$ cat config.mk
export PLATFORM = sky130hd
export DESIGN_NAME = csv_command_line_decoder
export DESIGN_NICKNAME = d
export VERILOG_FILES = /design/src/sv/csvcmd_pkg.sv /design/src/sv/csv_command_line_decoder.sv /design/src/sv/csvcmd_kw_filter.sv
export SDC_FILE = /design/constraint.sdc
export NUM_CORES = 1
export LEC_CHECK = 0
export BUFFER_PORTS_ARGS = -buffer_cell sky130_fd_sc_hd__buf_4
export CORE_ASPECT_RATIO = 1.5
export CORE_UTILIZATION = 62
export CTS_CLUSTER_SIZE = 8
export DETAILED_ROUTE_END_ITERATION = 10
export GPL_TIMING_DRIVEN = 0
export PLACE_DENSITY = 0.86
export RECOVER_POWER = 50
export SLEW_MARGIN = 0
export SYNTH_ARGS = -nofsm -noshare
export SYNTH_HDL_FRONTEND = slang
export SYNTH_HIERARCHICAL = 1
export SYNTH_SLANG_ARGS = --single-unit
$ cat constraint.sdc
create_clock -name clock -period 5.5 [get_ports clock]
set_input_delay 0.275 -clock clock [delete_from_list [all_inputs] [get_ports clock]]
set_output_delay 0.275 -clock clock [all_outputs]
set_load 0.01 [all_outputs]
$ cat src/sv/csvcmd_pkg.sv
// Shared constants, types and keyword tables for the CSV command line decoder.
package csvcmd_pkg;

   localparam int KW_COUNT = 11;
   localparam int CMD_W    = 4;
   localparam int POS_W    = 3;
   localparam int FIELD_W  = 3;

   localparam int LINE_LIMIT_DEFAULT = 32;
   localparam logic [31:0] TEAM_ID_RESET = 32'h3230_3332;

   localparam logic [POS_W-1:0]   POS_MAX   = 3'd5;
   localparam logic [POS_W-1:0]   ID_LEN    = 3'd4;
   localparam logic [FIELD_W-1:0] FIELD_MAX = 3'd4;
   localparam logic [FIELD_W-1:0] FIELD_ID  = 3'd1;
   localparam logic [FIELD_W-1:0] FIELD_KW  = 3'd2;

   localparam logic [7:0] BYTE_CR    = 8'h0D;
   localparam logic [7:0] BYTE_COMMA = 8'h2C;
   localparam logic [7:0] BYTE_START = 8'h43;

   localparam logic [KW_COUNT-1:0] KW_ALL = '1;

   // command codes, one per keyword
   localparam logic [CMD_W-1:0] CMD_CX   = 4'd0;
   localparam logic [CMD_W-1:0] CMD_SIMP = 4'd1;
   localparam logic [CMD_W-1:0] CMD_SIM  = 4'd2;
   localparam logic [CMD_W-1:0] CMD_CAL  = 4'd3;
   localparam logic [CMD_W-1:0] CMD_ST   = 4'd4;
   localparam logic [CMD_W-1:0] CMD_CR   = 4'd5;
   localparam logic [CMD_W-1:0] CMD_BCN  = 4'd6;
   localparam logic [CMD_W-1:0] CMD_GB   = 4'd7;
   localparam logic [CMD_W-1:0] CMD_HS   = 4'd8;
   localparam logic [CMD_W-1:0] CMD_CAM  = 4'd9;
   localparam logic [CMD_W-1:0] CMD_IMU  = 4'd10;
   localparam logic [CMD_W-1:0] CMD_LAST = CMD_IMU;

   // control from the line tracker to the keyword filter
   typedef struct packed {
      logic             char_en;
      logic             close_en;
      logic [POS_W-1:0] pos;
   } kw_ctl_type;

   // keyword text, first character in the top byte, unused bytes zero
   function automatic logic [31:0] kw_text(input logic [CMD_W-1:0] code);
      logic [31:0] word;
      unique case (code)
         CMD_CX:   word = {"CX", 16'h0000};
         CMD_SIMP: word = "SIMP";
         CMD_SIM:  word = {"SIM", 8'h00};
         CMD_CAL:  word = {"CAL", 8'h00};
         CMD_ST:   word = {"ST", 16'h0000};
         CMD_CR:   word = {"CR", 16'h0000};
         CMD_BCN:  word = {"BCN", 8'h00};
         CMD_GB:   word = {"GB", 16'h0000};
         CMD_HS:   word = {"HS", 16'h0000};
         CMD_CAM:  word = {"CAM", 8'h00};
         CMD_IMU:  word = {"IMU", 8'h00};
         default:  word = 32'h0;
      endcase
      return word;
   endfunction

   function automatic logic [POS_W-1:0] kw_len(input logic [CMD_W-1:0] code);
      logic [POS_W-1:0] len;
      unique case (code)
         CMD_SIMP:                          len = 3'd4;
         CMD_SIM, CMD_CAL, CMD_BCN,
         CMD_CAM, CMD_IMU:                  len = 3'd3;
         CMD_CX, CMD_ST, CMD_CR,
         CMD_GB, CMD_HS:                    len = 3'd2;
         default:                           len = 3'd0;
      endcase
      return len;
   endfunction

endpackage

$ cat src/sv/csv_command_line_decoder.sv
// Top level of the CSV command line decoder: line tracking, ID match and result register.
//
// Takes one received byte per word on the req channel and may accept a byte in every
// cycle. A line opens with 'C', fields are split by commas and a carriage return
// closes it; field one must equal the four ID characters in csr_team_id_chars (first
// character in bits 31..24) and field two must equal one keyword exactly, in which
// case one rsp word carries the keyword's code from the cycle after the carriage
// return is taken. Matching runs on the fly as bytes arrive, and the single result
// register sets the rate: req_stall rises only while a result waits and rsp_stall
// holds it. Lines with more than LINE_LIMIT bytes before the carriage return are
// dropped. The ID register may be written at any time through the csr channel,
// which is always ready.
module csv_command_line_decoder #(
   parameter int LINE_LIMIT = csvcmd_pkg::LINE_LIMIT_DEFAULT
) (
   input  logic                          clock,
   input  logic                          reset,
   // byte input
   input  logic                          req_valid,
   output logic                          req_stall,
   input  logic [7:0]                    req_rx_byte,
   // command output
   output logic                          rsp_valid,
   input  logic                          rsp_stall,
   output logic [csvcmd_pkg::CMD_W-1:0]  rsp_command_code,
   // ID register write
   input  logic                          csr_valid,
   output logic                          csr_ready,
   input  logic [31:0]                   csr_team_id_chars
);

   localparam int LEN_W = $clog2(LINE_LIMIT + 1);

   logic                                  in_line_ff, in_line_in;
   logic [csvcmd_pkg::FIELD_W-1:0]        field_ff, field_in;
   logic [csvcmd_pkg::POS_W-1:0]          pos_ff, pos_in;
   logic                                  id_ok_ff, id_ok_in;
   logic [csvcmd_pkg::KW_COUNT-1:0]       cand_ff, cand_in;
   logic [LEN_W-1:0]                      len_ff, len_in;
   logic [31:0]                           team_id_ff;
   logic                                  rsp_valid_ff, rsp_valid_in;
   logic [csvcmd_pkg::CMD_W-1:0]          rsp_code_ff, rsp_code_in;

   logic                                  accept;
   logic                                  emit;
   logic [csvcmd_pkg::CMD_W-1:0]          emit_code;
   logic                                  is_cr;
   logic                                  is_comma;
   logic                                  too_long;
   logic                                  id_ok_close;
   logic [7:0]                            id_want;
   csvcmd_pkg::kw_ctl_type                kw_ctl;
   logic [csvcmd_pkg::KW_COUNT-1:0]       cand_upd;

   assign accept    = req_valid && !req_stall;
   assign req_stall = rsp_valid_ff && rsp_stall;
   assign csr_ready = 1'b1;

   assign is_cr    = req_rx_byte == csvcmd_pkg::BYTE_CR;
   assign is_comma = req_rx_byte == csvcmd_pkg::BYTE_COMMA;
   assign too_long = len_ff >= LEN_W'(LINE_LIMIT);
   assign id_want  = team_id_ff[31 - 8*pos_ff[1:0] -: 8];

   // ID field fails at its end unless exactly four characters came
   assign id_ok_close = id_ok_ff &&
                        !(field_ff == csvcmd_pkg::FIELD_ID && pos_ff != csvcmd_pkg::ID_LEN);

   // keyword filter works on field two only
   always_comb begin
      kw_ctl.pos      = pos_ff;
      kw_ctl.close_en = in_line_ff && field_ff == csvcmd_pkg::FIELD_KW &&
                        (is_cr || (!too_long && is_comma));
      kw_ctl.char_en  = in_line_ff && field_ff == csvcmd_pkg::FIELD_KW &&
                        !is_cr && !too_long && !is_comma;
   end

   csvcmd_kw_filter u_kw_filter (
      .ctl      (kw_ctl),
      .rx_byte  (req_rx_byte),
      .cand_cur (cand_ff),
      .cand_nxt (cand_upd)
   );

   // pick the lowest surviving keyword
   always_comb begin
      emit_code = '0;
      for (int k = csvcmd_pkg::KW_COUNT - 1; k >= 0; k--) begin
         if (cand_upd[k]) begin
            emit_code = csvcmd_pkg::CMD_W'(k);
         end
      end
   end

   assign emit = accept && in_line_ff && is_cr && id_ok_close &&
                 field_ff >= csvcmd_pkg::FIELD_KW && (cand_upd != '0);

   // advance the line state for each accepted word
   always_comb begin
      in_line_in = in_line_ff;
      field_in   = field_ff;
      pos_in     = pos_ff;
      id_ok_in   = id_ok_ff;
      cand_in    = cand_ff;
      len_in     = len_ff;
      if (accept) begin
         if (!in_line_ff) begin
            if (req_rx_byte == csvcmd_pkg::BYTE_START) begin
               in_line_in = 1'b1;
               field_in   = '0;
               pos_in     = csvcmd_pkg::POS_W'(1);
               id_ok_in   = 1'b1;
               cand_in    = csvcmd_pkg::KW_ALL;
               len_in     = LEN_W'(1);
            end
         end else if (is_cr || too_long) begin
            // close or drop the line
            in_line_in = 1'b0;
            field_in   = '0;
            pos_in     = '0;
            id_ok_in   = 1'b1;
            cand_in    = csvcmd_pkg::KW_ALL;
            len_in     = '0;
         end else begin
            len_in  = len_ff + 1'b1;
            cand_in = cand_upd;
            if (is_comma) begin
               id_ok_in = id_ok_close;
               pos_in   = '0;
               if (field_ff < csvcmd_pkg::FIELD_MAX) begin
                  field_in = field_ff + 1'b1;
               end
            end else begin
               if (field_ff == csvcmd_pkg::FIELD_ID &&
                   (pos_ff >= csvcmd_pkg::ID_LEN || req_rx_byte != id_want)) begin
                  id_ok_in = 1'b0;
               end
               if (pos_ff < csvcmd_pkg::POS_MAX) begin
                  pos_in = pos_ff + 1'b1;
               end
            end
         end
      end
   end

   // load a new result or drop the one taken
   always_comb begin
      rsp_valid_in = rsp_valid_ff;
      rsp_code_in  = rsp_code_ff;
      if (emit) begin
         rsp_valid_in = 1'b1;
         rsp_code_in  = emit_code;
      end else if (!rsp_stall || accept) begin
         rsp_valid_in = 1'b0;
      end
   end

   // control registers
   always_ff @(posedge clock) begin
      if (reset) begin
         in_line_ff   <= 1'b0;
         field_ff     <= '0;
         pos_ff       <= '0;
         id_ok_ff     <= 1'b1;
         cand_ff      <= csvcmd_pkg::KW_ALL;
         len_ff       <= '0;
         team_id_ff   <= csvcmd_pkg::TEAM_ID_RESET;
         rsp_valid_ff <= 1'b0;
      end else begin
         in_line_ff   <= in_line_in;
         field_ff     <= field_in;
         pos_ff       <= pos_in;
         id_ok_ff     <= id_ok_in;
         cand_ff      <= cand_in;
         len_ff       <= len_in;
         rsp_valid_ff <= rsp_valid_in;
         if (csr_valid && csr_ready) begin
            team_id_ff <= csr_team_id_chars;
         end
      end
   end

   // result payload
   always_ff @(posedge clock) begin
      rsp_code_ff <= rsp_code_in;
   end

   assign rsp_valid        = rsp_valid_ff;
   assign rsp_command_code = rsp_code_ff;

   // a fresh result only follows an accepted carriage return
   assert property (@(posedge clock) disable iff (reset)
      rsp_valid_ff && !$past(rsp_valid_ff && rsp_stall) |->
         $past(accept && req_rx_byte == csvcmd_pkg::BYTE_CR))
      else $error("result without a closing carriage return");

   assert property (@(posedge clock) disable iff (reset)
      rsp_valid_ff |-> rsp_code_ff <= csvcmd_pkg::CMD_LAST)
      else $error("command code out of range");

   assert property (@(posedge clock) disable iff (reset)
      len_ff <= LEN_W'(LINE_LIMIT))
      else $error("line length beyond limit");

   assert property (@(posedge clock) disable iff (reset)
      !in_line_ff |-> len_ff == '0 && field_ff == '0 && cand_ff == csvcmd_pkg::KW_ALL)
      else $error("line state not cleared while idle");

endmodule

$ cat src/sv/csvcmd_kw_filter.sv
// Keyword candidate filter: narrows the set of keywords still matching field two.
module csvcmd_kw_filter (
   input  csvcmd_pkg::kw_ctl_type               ctl,
   input  logic [7:0]                           rx_byte,
   input  logic [csvcmd_pkg::KW_COUNT-1:0]      cand_cur,
   output logic [csvcmd_pkg::KW_COUNT-1:0]      cand_nxt
);

   logic [31:0] text;
   logic [7:0]  want;
   logic [csvcmd_pkg::POS_W-1:0] len;

   // drop every keyword that the current character or the field end rules out
   always_comb begin
      cand_nxt = cand_cur;
      text     = '0;
      want     = '0;
      len      = '0;
      for (int k = 0; k < csvcmd_pkg::KW_COUNT; k++) begin
         text = csvcmd_pkg::kw_text(csvcmd_pkg::CMD_W'(k));
         len  = csvcmd_pkg::kw_len(csvcmd_pkg::CMD_W'(k));
         want = text[31 - 8*ctl.pos[1:0] -: 8];
         if (ctl.close_en && ctl.pos != len) begin
            cand_nxt[k] = 1'b0;
         end
         if (ctl.char_en && (ctl.pos >= len || rx_byte != want)) begin
            cand_nxt[k] = 1'b0;
         end
      end
   end

endmodule

# After elaboration in Yosys (flattened, before gate mapping)
# Index checks and enable logic that the tools add are counted.
dict set report classes {
  mux 58
  n_reduce_logical 61
  shift 12
  n_lt_le_gt_ge 7
  eq_ne 24
  addsub 4
}
# op n
set op_table {}
lappend op_table {{variable part select 39 x 33 -> 8 bit (first input constant)} 11}
lappend op_table {{!= test 8 bit} 12}
lappend op_table {{two-way mux 3 bit} 14}
lappend op_table {{variable part select 39 x 33 -> 8 bit} 1}
lappend op_table {{two-way mux 1 bit} 33}
lappend op_table {{two-way mux 11 bit} 3}
lappend op_table {{logical AND 1 bit} 30}
lappend op_table {{two-way mux 6 bit} 3}
lappend op_table {{logical OR 1 bit} 15}
lappend op_table {{two-way mux 4 bit} 3}
lappend op_table {{nonzero test 11 bit} 1}
lappend op_table {{greater-or-equal comparator 3 x 2 -> 1 bit (second input constant)} 3}
lappend op_table {{equality test 8 x 4 -> 1 bit (second input constant)} 1}
lappend op_table {{equality test 8 x 6 -> 1 bit (second input constant)} 1}
lappend op_table {{equality test 8 x 7 -> 1 bit (second input constant)} 1}
lappend op_table {{!= test 4 x 1 -> 1 bit (second input constant)} 2}
lappend op_table {{OR reduction 8 bit} 1}
lappend op_table {{adder 3 x 1 -> 3 bit (second input constant)} 2}
lappend op_table {{adder 6 x 1 -> 6 bit (second input constant)} 1}
lappend op_table {{greater-or-equal comparator 6 bit (second input constant)} 1}
lappend op_table {{zero test 1 bit} 6}
lappend op_table {{less-than comparator 3 bit (second input constant)} 2}
lappend op_table {{!= test 3 x 1 -> 1 bit (second input constant)} 2}
lappend op_table {{!= test 3 x 2 -> 1 bit (second input constant)} 2}
lappend op_table {{other kinds (12)} 15}
dict set report word_totals {
  wordCells 178
  regBits 62
  in_bits 45
}

# Longest topological paths before layout
# Gate-level depths: netlist of the first run.
dict set report depth {
  ltp_word 18
  ltp_mapped 14
}

# Cells and area by module
# The synthesis of the first run kept the hierarchy.
# module n_inst cells_per_inst area_per_inst_um2
set modules_own_cells {}
lappend modules_own_cells {csv_command_line_decoder 1 312 2972.9}
lappend modules_own_cells {csvcmd_kw_filter 1 88 623.1}

# Least setup slack after synthesis of the first run
# No wires, ideal clock.
dict set report synth_path {
  path_type {register -> register}
  from {register pos_ff[1] in the netlist's numbering}
  to {register rsp_code_ff (netlist bit rsp_command_code[0]) (enable)}
  stages_incl_launch_ff 12
  slack_ns 1.912
  arrival_ns 3.208
  period_less_slack_ns 3.588
  path_cell_list {dfxtp_1 buf_4 inv_1 ha_1 buf_4 xor2_1 or4_1 or3b_1 a21oi_1 nor4_1 and3_1 nor4_1}
}
dict set report synth_between {
  elab_chain_len 8
}
# element line_no
set synth_rtl {}
lappend synth_rtl {{start, declared} csv_command_line_decoder.sv:36} ;# logic [csvcmd_pkg::POS_W-1:0] pos_ff, pos_in;
lappend synth_rtl {{start signal, assigned} csv_command_line_decoder.sv:171} ;# pos_ff <= pos_in;
lappend synth_rtl {{subtractor 5 x 5 -> 6 bit} csvcmd_kw_filter.sv:22} ;# want = text[31 - 8*ctl.pos[1:0] -: 8];
lappend synth_rtl {{variable part select 39 x 33 -> 8 bit} csvcmd_kw_filter.sv:22}
lappend synth_rtl {{!= test 8 bit} csvcmd_kw_filter.sv:26} ;# if (ctl.char_en && (ctl.pos >= len || rx_byte != want)) begin
lappend synth_rtl {{logical OR 1 bit} csvcmd_kw_filter.sv:26}
lappend synth_rtl {{logical AND 1 bit} csvcmd_kw_filter.sv:26}
lappend synth_rtl {{two-way mux 1 bit (*)} csvcmd_kw_filter.sv:26}
lappend synth_rtl {{named net cand_upd (one bit)} csv_command_line_decoder.sv:53} ;# logic [csvcmd_pkg::KW_COUNT-1:0] cand_upd;
lappend synth_rtl {{nonzero test 11 bit (*)} csv_command_line_decoder.sv:95} ;# field_ff >= csvcmd_pkg::FIELD_KW && (cand_upd != '0);
lappend synth_rtl {{logical AND 1 bit (*)} csv_command_line_decoder.sv:95}
lappend synth_rtl {{named net emit} csv_command_line_decoder.sv:45} ;# logic emit;
lappend synth_rtl {{end signal, assigned} csv_command_line_decoder.sv:184} ;# rsp_code_ff <= rsp_code_in;
lappend synth_rtl {{end, declared} csv_command_line_decoder.sv:42} ;# logic [csvcmd_pkg::CMD_W-1:0] rsp_code_ff, rsp_code_in;
# The timed path passes the listed nets; every way through them passes the cells marked *.
# A chain may end at the register's enable or synchronous reset.

# Worst setup path after layout of the first run
# Same ends and word-level chain as after synthesis.

==> summary.md, run 1 <==
| Metric | Value |
|---|---|
| Layout cells sized above 1 | 0.179 |
| Rows | 33 |
| Relative slew margins | 0.348 |
| Total die area | 6110 sq um |
| Filler cells | 417 |
| Worst Path Buf+Inv | 3 |
| Root Driver | clkbuf_8 |
| CP arrival | ~4.2 ns |
| Initial Util | 0.650 |
| Post-DR wirelength/cell | 16.3 um |
| Most frequent cells in the layout | dfxtp_1 (58), buf_4 (48), nor2_1 (40) |
| Final HPWL DP | 6380 um |
| PwrDens | 248 nW/um^2 |
| Die X | approximately 64 um |
| Longest Clk Path Bufs | 2 |
| Synthesis warning total | 6 |
| Final nets | 515 |
| Psw | approximately 250 uW |
| Synth area leaders | dfxtp_1 (32%), mux2i_1 (7.0%), xor2_1 (4.6%), nor2_1 (4.2%), nand2_1 (4.0%) |
| Count of final hold-check violations | 0 |
| P_leak | 0.00179 uW |
| Unrepaired setup endpoints after global routing | false |
| Detail Route Antenna Nets | 0 |
| Setup_tns | 0 ns |
| Fmax | 0.237 GHz |
| Core Footprint | 5530 sq um |
| # port buffers | 48 |
| Critical Path Max Stage Delay | between 0.8 and 0.9 ns |
| Clock power frac | 0.443 |
| Switching Fraction | 0.234 |
| CP Launch Type | register |
| Die height | 95.3 um |
| Post-synth EDFFs | 4 |
| Pins over their slew limit | 0 |
| First-pass GRT wire length | roughly 15,000 um |
| Drt drc | 0 |
| Critical Path, Cell by Cell | buf_4 -> inv_1 -> ha_1 -> buf_4 -> xor2_1 -> or4_1 -> or3b_1 -> a21oi_1 -> nor4_1 -> and3_1 -> nor4_1 |
| Syn Area/Cell | 8.99 sq um |
| Worst Max-Slew Pin Slew | between 0.9 and 1 ns |
| Post-CTS Setup Repair Bufs | 0 |
| Top delay family on crit path | simple AND/OR/NAND/NOR gates |
| CTS clk-pin slew, worst paths | around 0.070 ns |
| Vias in the first global route | approximately 3,200 |
| GPL Wtd Cong | 0.876 |
| CP max FO | 9 |
| Netlist Area Pre-Place | between 3000 and 4000 sq um |
| Post-synth ARST share | 0 |
| Initial DRC Count | around 270 |
| Routed wire length | 8720 um |
| Net count after synthesis | 456 |
| Crit share post-route | 0.766 |
| I/O pin total | 52 |
| Total iterations of the first detailed-routing run | 4 |
| Crit. End Element | register |
| Peak supply drop | 0.228 mV |
| Vias per cell | 5.97 |
| Post-synth top area share | 0.323 |
| Worst Path Class, Setup | register to register |
| Synth unique cells | 58 |
| H-tree depth | 3 |
| Commonest non-fill, non-tap cell in the layout | dfxtp_1 |
| Clock Latency Late Sink | 0.34 ns |
| Diodes inserted | 0 |
| Worst Setup Slack, final | roughly 1.3 ns |
| CP max stage cell | nor4_1 |
| Tmin final | roughly 4.2 ns |
| Top_reg_cell synth | dfxtp_1 |
| Worst Path Required | about 5.5 ns |
| Status | completed |
| Mapped Cells | 400 |
| P_int | 806 uW |
| Gate power share | 0.105 |
| Cell taking the most area after synthesis | dfxtp_1 |
| Vias | 3,189 |
| CTS buffer count | 9 |
| Clock Skews | 0.00672 ns |
| Worst min-delay path class | input pin to register |
| Register bit total from synthesis | slightly above 60 |
| TritonCTS clock tree | yes |
| Largest net degree at the start of global routing | 12 |
| Clock sinks | between 60 and 70 |
| Total congestion overflow | 0 |
| Hold Buf Count CTS | 0 |
| Worst slack, placed | 1.37 ns |
| Post-CTS sizing | 0 |
| Layout area overhead | 18.1% |
| Seq pwr share | 0.452 |
| Final setup viols | 0 |
| Max Cap Viol | 0 |
| Seq/Total Area, Yosys | 0.356 |
| Global-route usage over all layers | 0.315 |
| Initial antenna violation count | 0 |
## Yosys cell counts (2+ instances only)
cell / n
o21ai_0: 3
nand2b_1: 3
nand3_1: 17
or3_2: 2
or3_1: 2
xor2_1: 19
inv_1: 12
dfxtp_1: 58
mux4_1: 4
clkbuf_1: 10
mux4_2: 2
xnor2_1: 15
a211o_1: 12
a21oi_1: 17
nand4_1: 6
o21ai_1: 3
nor3_1: 7
mux2i_1: 25
o211ai_1: 4
nor4_1: 4
nor2_1: 40
nor3b_1: 2
buf_4: 7
buf_6: 3
nand2_1: 38
edfxtp_1: 4
and3_1: 7
buf_2: 6
nor2b_1: 16
ha_1: 11
a31oi_1: 3
o31ai_1: 9
nand4b_1: 2
a211oi_1: 3
## kinds of logic (layout without fill, tap and decap cells)
family,Yosys count,count (layout),synth area share
other cells,1,1,0.00104
compound gates,63,63,0.125
simple gates,158,158,0.224
fa+ha+maj,11,11,0.0383
flops,62,62,0.356
mux,31,31,0.111
buf+inv,39,103,0.0564
xor+xnor,35,35,0.0873
## per-layer routing
| layer | global-route usage | vias up | wire (um) |
|---|---|---|---|
| li1 | - | 1540 | - |
| met1 | 0.323 | 1507 | 3380 |
| met2 | 0.565 | 117 | 4600 |
| met3 | 0.0993 | 25 | 482 |
| met4 | 0.172 | 0 | 263 |
| met5 | 0 | - | 0 |
## cell type report
cell class	instances	area, sq um	area share
buffer	27	155	0.0365
clock buffer	11	151	0.0357
clock inverter	5	80.1	0.0189
inverter	12	45.0	0.0106
multi-input combinational	299	2110	0.497
sequential	62	1280	0.302
tap	70	87.6	0.0206
timing repair buffer	48	334	0.0787
## power groups by stage
stage / Combinational [uW] / Clock (uW) / Sequential (uW)
floorplan: 68.2 / 0 / 483
global placement: 106 / 0 / 485
detailed placement: 109 / 0 / 486
CTS: 111 / 468 / 475
global route: 120 / 488 / 477
finish: 111 / 466 / 476
## flip-flops by register name (all words and copies together), names as in the netlist
name and flops:
cand_ff 11, field_ff 3, id_ok_ff 1, in_line_ff 1
len_ff 6, pos_ff 3, rsp_command_code 4, rsp_valid 1
team_id_ff 32
## per-stage QoR
step / utilization / area [sq um] / power, uW / std cells / hold WS, ns
2_1_floorplan: - / 3600 / 551 / 400 / 0.397
3_3_place_gp: 0.731 / 4040 / 591 / 518 / 0.448
3_5_place_dp: 0.731 / 4040 / 595 / 518 / 0.459
4_1_cts: 0.773 / 4280 / 1050 / 534 / 0.125
5_1_grt: 0.768 / 4250 / 1080 / 534 / 0.124
6_report: 0.768 / 4250 / 1050 / 534 / 0.134
## final timing paths
path / from / end / slack (ns) / depth (start not counted)
setup reg to reg: pos_ff[1]$_SDFFE_PP0P_ / rsp_command_code[0]$_SDFFCE_PP0P_ / 1.29 / 11
hold reg to reg: cand_ff[0]$_SDFFE_PP1P_ / cand_ff[0]$_SDFFE_PP1P_ / 0.47 / 2
setup / recovery: pos_ff[1]$_SDFFE_PP0P_ / rsp_command_code[0]$_SDFFCE_PP0P_ / 1.29 / 11
hold / removal: csr_team_id_chars[20] / team_id_ff[20]$_SDFFE_PP1P_ / 0.13 / 2
## worst register-to-register path, cell delays in order (launching register included)
cell     delay, ns
dfxtp_1       0.57
buf_4         0.25
inv_1         0.09
ha_1          0.19
buf_4         0.17
xor2_1        0.16
or4_1         0.54
or3b_1        0.37
a21oi_1       0.36
nor4_1        0.13
and3_1        0.18
nor4_1        0.83
Note: power is estimated with default switching activity, not from simulation.
==> run 2, diff against run 1 <==
Settings changed: CORE_UTILIZATION 62 to 57, PLACE_DENSITY 0.86 to 0.8.
Clock period 5.5 ns to 4.2 ns, I/O delays scaled along.
==> run 2 against run 1 <==
Net effect:
- cell count up 0.75%
- design area down 1.0%
- non-clock buffer count unchanged
- fmax up 8.6%
- register-to-register slack worse by 0.97 ns
- count of clock-buffer cells in the layout up 1
- critical path depth unchanged
- sequential share of layout area up 0.31 points
- combinational power up 30%
- hold slack worse by 0.069 ns
- largest power group unchanged
==> summary.md, run 2 (synthesis results as in run 1) <==
| Metric | Value |
|---|---|
| Tmin final | between 3 and 4 ns |
| Total die area | between 6000 and 7000 sq um |
| Final setup viols | 0 |
| Total iterations of the first detailed-routing run | 4 |
| Initial DRC Count | ~170 |
| Largest regs | team_id_ff (32), cand_ff (11), len_ff (6) |
| Die height | a little under 100 um |
| Endpoint, Worst Hold | team_id_ff[9]$_SDFFE_PP1P_ |
| Core Footprint | 6130 sq um |
| Clock Latency Late Sink | 0.35 ns |
| Worst Path Class, Setup | register to register |
| Longest Clk Path Bufs | 2 |
| Non-filler cells, final | 538 |
| Most flops, register | team_id_ff |
| I/O pin total | 52 |
| Dpl cells | 522 |
| Most frequent cells in the layout | dfxtp_1 (58), buf_4 (48), nor2_1 (40) |
| Hold Crit Depth | 2 |
| CP Launch Type | register |
| RR Endpoint | rsp_command_code[3]$_SDFFCE_PN0P_ |
| Worst Setup Slack, final | between 0.3 and 0.4 ns |
| GPL Wtd Cong | approximately 0.94 |
| Min Hold Slack | 0.0648 ns |
| Largest net degree at the start of global routing | 12 |
| Worst min-delay path class | input pin to register |
| Unrepaired setup endpoints after global routing | false |
| Layout cells sized above 1 | 0.177 |
| Rows | 35 |
| Worst R2R Setup Slack | 0.32 ns |
| Final HPWL DP | 6510 um |
| Vias in the first global route | about 3,100 |
| PwrDens | 292 nW/um^2 |
| TritonCTS clock tree | yes |
| Drt drc | 0 |
| Crit. End Element | register |
| Number of flip-flops in the largest register | 32 |
| Die X | 66.9 um |
| Clock sinks | 62 |
| Initial antenna violation count | 0 |
| Vias | 3,107 |
| Hold Buf Count CTS | 0 |
| P_leak | 0.00176 uW |
| Max Cap Viol | 0 |
| Relative slew margins | 0.498 |
| Worst Max-Slew Pin Slew | 0.752 ns |
| Total power | 1230 uW |
| Worst slack, placed | -0.111 ns |
| Status | completed |
| Post-DR wirelength/cell | 16.1 um |
| Count of final hold-check violations | 0 |
| CP max FO | 9 |
| First-pass GRT wire length | 14,200 um |
| Clock Skews | 0.00419 ns |
| Detail Route Antenna Nets | 0 |
| Total congestion overflow | 0 |
| Routed wire length | 8640 um |
| Filler cells | about 520 |
| # port buffers | 48 |
| Global-route usage over all layers | 0.285 |
| Diodes inserted | 0 |
| Layout area overhead | 16.9% |
| CTS buffer count | 9 |
| Worst r2r path cells | 11 |
| Peak supply drop | 0.301 mV |
| CP arrival | 3.88 ns |
| Initial Util | 0.587 |
| Root Driver | clkbuf_8 |
| RR Startpoint | pos_ff[1]$_SDFFE_PP0P_ |
| Pins over their slew limit | 0 |
| Hold path start | csr_team_id_chars[9] |
| Worst Path Required | approximately 4.2 ns |
| CTS clk-pin slew, worst paths | 0.07 ns |
| Post-CTS Setup Repair Bufs | 0 |
| Final nets | 515 |
| Crit share post-route | 0.924 |
| Vias per cell | 5.78 |
| Commonest non-fill, non-tap cell in the layout | dfxtp_1 |
| H-tree depth | 3 |
| Fmax | 0.258 GHz |
==> run 2: critical path, stage by stage, from the launching register on <==
cell,delay (ns)
dfxtp_1,0.57
buf_4,0.25
inv_1,0.09
ha_1,0.19
buf_4,0.17
xor2_1,0.16
or4_1,0.55
o31ai_1,0.46
and3_1,0.30
nor4_1,0.10
and3_1,0.23
nor4_4,0.46
==> run 2: worst max-delay path by stage <==
stage                                start                                end  cells after the start
finish              pos_ff[1]$_SDFFE_PP0P_  rsp_command_code[3]$_SDFFCE_PN0P_                     11
detailed placement  pos_ff[1]$_SDFFE_PP0P_  rsp_command_code[3]$_SDFFCE_PN0P_                     11
CTS                 pos_ff[1]$_SDFFE_PP0P_  rsp_command_code[0]$_SDFFCE_PP0P_                     11
floorplan           pos_ff[1]$_SDFFE_PP0P_  rsp_command_code[0]$_SDFFCE_PP0P_                     11
global route        pos_ff[1]$_SDFFE_PP0P_  rsp_command_code[0]$_SDFFCE_PP0P_                     11
global placement    pos_ff[1]$_SDFFE_PP0P_  rsp_command_code[2]$_SDFFCE_PP0P_                     11
==> run 2: final cells by class <==
| type | count | area, sq um | share of cell area |
|---|---|---|---|
| plain buffers | 27 | 155 | 0.0369 |
| clock buffers | 12 | 145 | 0.0345 |
| clock inverters | 4 | 22.5 | 0.00536 |
| inverters | 12 | 45.0 | 0.0107 |
| multi-input cells | 299 | 2130 | 0.506 |
| flip-flops and latches | 62 | 1280 | 0.305 |
| well taps | 74 | 92.6 | 0.0220 |
| repair buffers | 48 | 334 | 0.0795 |
==> run 2: timing repair <==
action | in CTS | in global routing
gates resized for setup | 1 | 1
setup endpoints to repair | 5 | 4
hold endpoints to repair | 0 | 0
==> run 2: through the flow <==
step           instance area [sq um]  utilization  TNS, ns
6_report                        4200        0.686        0
4_1_cts                         4220        0.689        0
3_3_place_gp                    4050        0.660   -0.156
2_1_floorplan                   3600            -        0
3_5_place_dp                    4050        0.660   -0.442
5_1_grt                         4200        0.686        0
==> run 2: power breakdown <==
part	switching, uW	leakage [uW]	internal (uW)
sequential	9.74	0.000514	613
clock	232	0.0000861	227
combinational	67.9	0.00116	75.8
total	309	0.00176	916
==> run 2: layer usage <==
layer  track usage  vias to the layer above  part of all wire
met1         0.284                     1465              0.37
met3        0.0803                       23             0.056
met4         0.144                        0             0.035
met2         0.517                       94              0.54
met5             0                        -                 0
li1              -                     1525                 -
==> run 3, diff against run 2 <==
Settings changed: ABC_AREA set to 1, CORE_UTILIZATION 57 to 58.
==> run 3 against run 2 <==
Net effect:
- hold slack improved by 0.0062 ns
- core utilization grew 1.6 points
- via count is 28% higher
- count of clock-buffer cells in the layout shrank 1
- sequential power is 0.6% higher
- clock skew increased by 0.013 ns
- first-iteration DRC count down 15%
- critical path type unchanged
- largest cell class unchanged
==> summary.md, run 3 <==
| Metric | Value |
|---|---|
| Drt drc | 0 |
| Longest Clk Path Bufs | 2 |
| Post-CTS Setup Repair Bufs | 0 |
| Peak supply drop | ~0.26 mV |
| Rows | 36 |
| Core Footprint | 6490 sq um |
| Top-count cell post-synth | nand2_1 |
| Top_reg_cell synth | dfxtp_1 |
| Max Cap Viol | 0 |
| Unrepaired setup endpoints after global routing | false |
| Detail Route Antenna Nets | 0 |
| Worst r2r path cells | 14 |
| WP depth | 14 |
| Vias in the first global route | between 3,000 and 4,000 |
| I/O pin total | 52 |
| Vias | 3,992 |
| P_leak | 0.00228 uW |
| Largest net degree at the start of global routing | 12 |
| Post-DR wirelength/cell | 12.6 um |
| Hold Crit Depth | 3 |
| Pins over their slew limit | 0 |
| Clock Skews | roughly 0.017 ns |
| Final HPWL DP | 7480 um |
| Count of final hold-check violations | 0 |
| Synth unique cells | 39 |
| Synth area leaders | dfxtp_1 (30%), nand2_1 (19%), nor2_1 (8.3%), nand3_1 (7.1%), inv_1 (5.0%) |
| CP max FO | 9 |
| Total die area | ~7000 sq um |
| CTS buffer count | 9 |
| Initial Util | 0.600 |
| Initial DRC Count | 147 |
| Clock Latency Late Sink | 0.35 ns |
| Layout cells sized above 1 | 0.158 |
| Tmin final | 2.75 ns |
| Cell taking the most area after synthesis | dfxtp_1 |
| CTS clk-pin slew, worst paths | 0.07 ns |
| Post-synth ARST share | 0 |
| Worst min-delay path class | input pin to register |
| Synthesis warning total | 6 |
| Number of flip-flops in the largest register | 32 |
| Worst Path Buf+Inv | 5 |
| # port buffers | 49 |
| Netlist Area Pre-Place | 3890 sq um |
| Top delay family on crit path | simple AND/OR/NAND/NOR gates |
| Status | completed |
| Final setup viols | 0 |
| TritonCTS clock tree | yes |
| CP arrival | 2.79 ns |
| Post-CTS sizing | 0 |
| First-pass GRT wire length | 15,300 um |
| Final nets | between 700 and 800 |
| Global-route usage over all layers | 0.285 |
| Seq/Total Area, Yosys | 0.329 |
| Layout area overhead | 17.0% |
| Post-synth top area share | 0.298 |
| Crit. End Element | register |
| Worst Setup Slack, final | between 1 and 1.5 ns |
| Die X | 68.9 um |
| Root Driver | clkbuf_8 |
| H-tree depth | 3 |
| Crit share post-route | 0.655 |
| Diodes inserted | 0 |
| CP max stage cell | dfxtp_1 |
| Total power | 1360 uW |
| CP Launch Type | register |
| Fmax | about 0.36 GHz |
| Most flops, register | team_id_ff |
| Largest regs | team_id_ff (32), cand_ff (11), len_ff (6) |
| Net count after synthesis | 667 |
| Total iterations of the first detailed-routing run | 5 |
| Register bit total from synthesis | 62 |
| Worst Path Required | 4.24 ns |
| Die height | 102 um |
| Most frequent CP cell | inv_1 |
| GPL Wtd Cong | 0.904 |
| Commonest non-fill, non-tap cell in the layout | nand2_1 |
| Hold Buf Count CTS | 0 |
| Critical Path, Cell by Cell | inv_1 -> ha_1 -> inv_1 -> nand2_1 -> nand2_2 -> nand2_1 -> nand3b_1 -> a21oi_1 -> inv_1 -> nand3_1 -> inv_1 -> nand3_1 -> nand3_1 -> inv_1 |
| Mapped Cells | 611 |
| Worst slack, placed | roughly 1.4 ns |
| Most frequent cells in the layout | nand2_1 (192), nor2_1 (86), dfxtp_1 (58) |
| Initial antenna violation count | 0 |
| Post-synth EDFFs | 4 |
| Worst Path Class, Setup | register to register |
| Total congestion overflow | 0 |
| Synth cell count leaders | nand2_1 (192), nor2_1 (86), dfxtp_1 (58) |
| Critical Path Max Stage Delay | 0.59 ns |
| Relative slew margins | 0.624 |
| Vias per cell | 5.31 |
| Setup_tns | 0 ns |
| Filler cells | 579 |
| Clock sinks | a little over 60 |
| Worst Max-Slew Pin Slew | between 0.5 and 0.6 ns |
| PwrDens | 298 nW/um^2 |
| Syn Area/Cell | 6.37 sq um |
| Routed wire length | 9510 um |
run 3: changes by cell type after synthesis, sizes merged, moves of 7 or more:
| cell | change |
|---|---|
| xnor2 | -12 |
| inv | +51 |
| nor2b | -16 |
| a211o | -12 |
| nand3 | +40 |
| o21ai | +28 |
| nand2 | +159 |
| nor2 | +52 |
| xor2 | -17 |
| a21oi | +10 |
| mux2i | -25 |
| o31ai | -7 |
| and3 | -7 |
run 3: path summary, 6_finish.rpt:
path / start / endpoint / slack, ns
worst min-delay path: csr_team_id_chars[5] / team_id_ff[5]$_SDFFE_PP1P_ / 0.07
worst min register to register: team_id_ff[5]$_SDFFE_PP1P_ / team_id_ff[5]$_SDFFE_PP1P_ / 0.47
worst max-delay path: pos_ff[0]$_SDFFE_PP0P_ / rsp_command_code[2]$_SDFFCE_PP0P_ / 1.45
worst max register to register: pos_ff[0]$_SDFFE_PP0P_ / rsp_command_code[2]$_SDFFCE_PP0P_ / 1.45
run 3: final cells by class:
type | instances | area, sq um | area share
Tap cell | 76 | 95.1 | 0.0209
Inverter | 63 | 239 | 0.0525
Clock inverter | 5 | 82.6 | 0.0181
Timing Repair Buffer | 49 | 353 | 0.0775
Sequential cell | 62 | 1280 | 0.281
Multi-Input combinational cell | 463 | 2230 | 0.491
Buffer | 23 | 136 | 0.0300
Clock buffer | 11 | 131 | 0.0289
run 3: report_power, final:
group	leakage [uW]	total, uW	internal [uW]	switching (uW)
clock	0.000108	575	337	239
combinational	0.00166	154	67.9	86.3
sequential	0.000506	627	615	11.8
run 3: metrics by stage:
stage / cells / hold WS [ns] / util / instance area [sq um]
CTS: 752 / 0.0645 / 0.704 / 4570
global placement: 736 / 0.422 / 0.671 / 4350
global route: 752 / 0.0771 / 0.702 / 4550
floorplan: 611 / 0.336 / - / 3890
detailed placement: 736 / 0.423 / 0.671 / 4350
finish: 752 / 0.0710 / 0.702 / 4550
run 3: routing by layer:
| metal | part of all wire | global-route usage |
|---|---|---|
| met3 | 0.034 | 0.0491 |
| met1 | 0.39 | 0.275 |
| met4 | 0.038 | 0.190 |
| met2 | 0.54 | 0.528 |
| met5 | 0 | 0 |
run 3: worst register-to-register path: stages (launching register included):
cell	delay, ns
dfxtp_1	0.59
inv_1	0.13
ha_1	0.32
inv_1	0.14
nand2_1	0.08
nand2_2	0.09
nand2_1	0.07
nand3b_1	0.17
a21oi_1	0.22
inv_1	0.11
nand3_1	0.12
inv_1	0.07
nand3_1	0.10
nand3_1	0.10
inv_1	0.16
run 3: kinds of logic after synthesis:
group,Yosys count,synth area share
adders and majority gates,11,0.0354
buffers and inverters,86,0.0968
DFF,62,0.329
xor gates and xnor gates,6,0.0135
other,1,0.000964
and+or+nand+nor,367,0.400
AOI/OAI and AO/OA,78,0.124
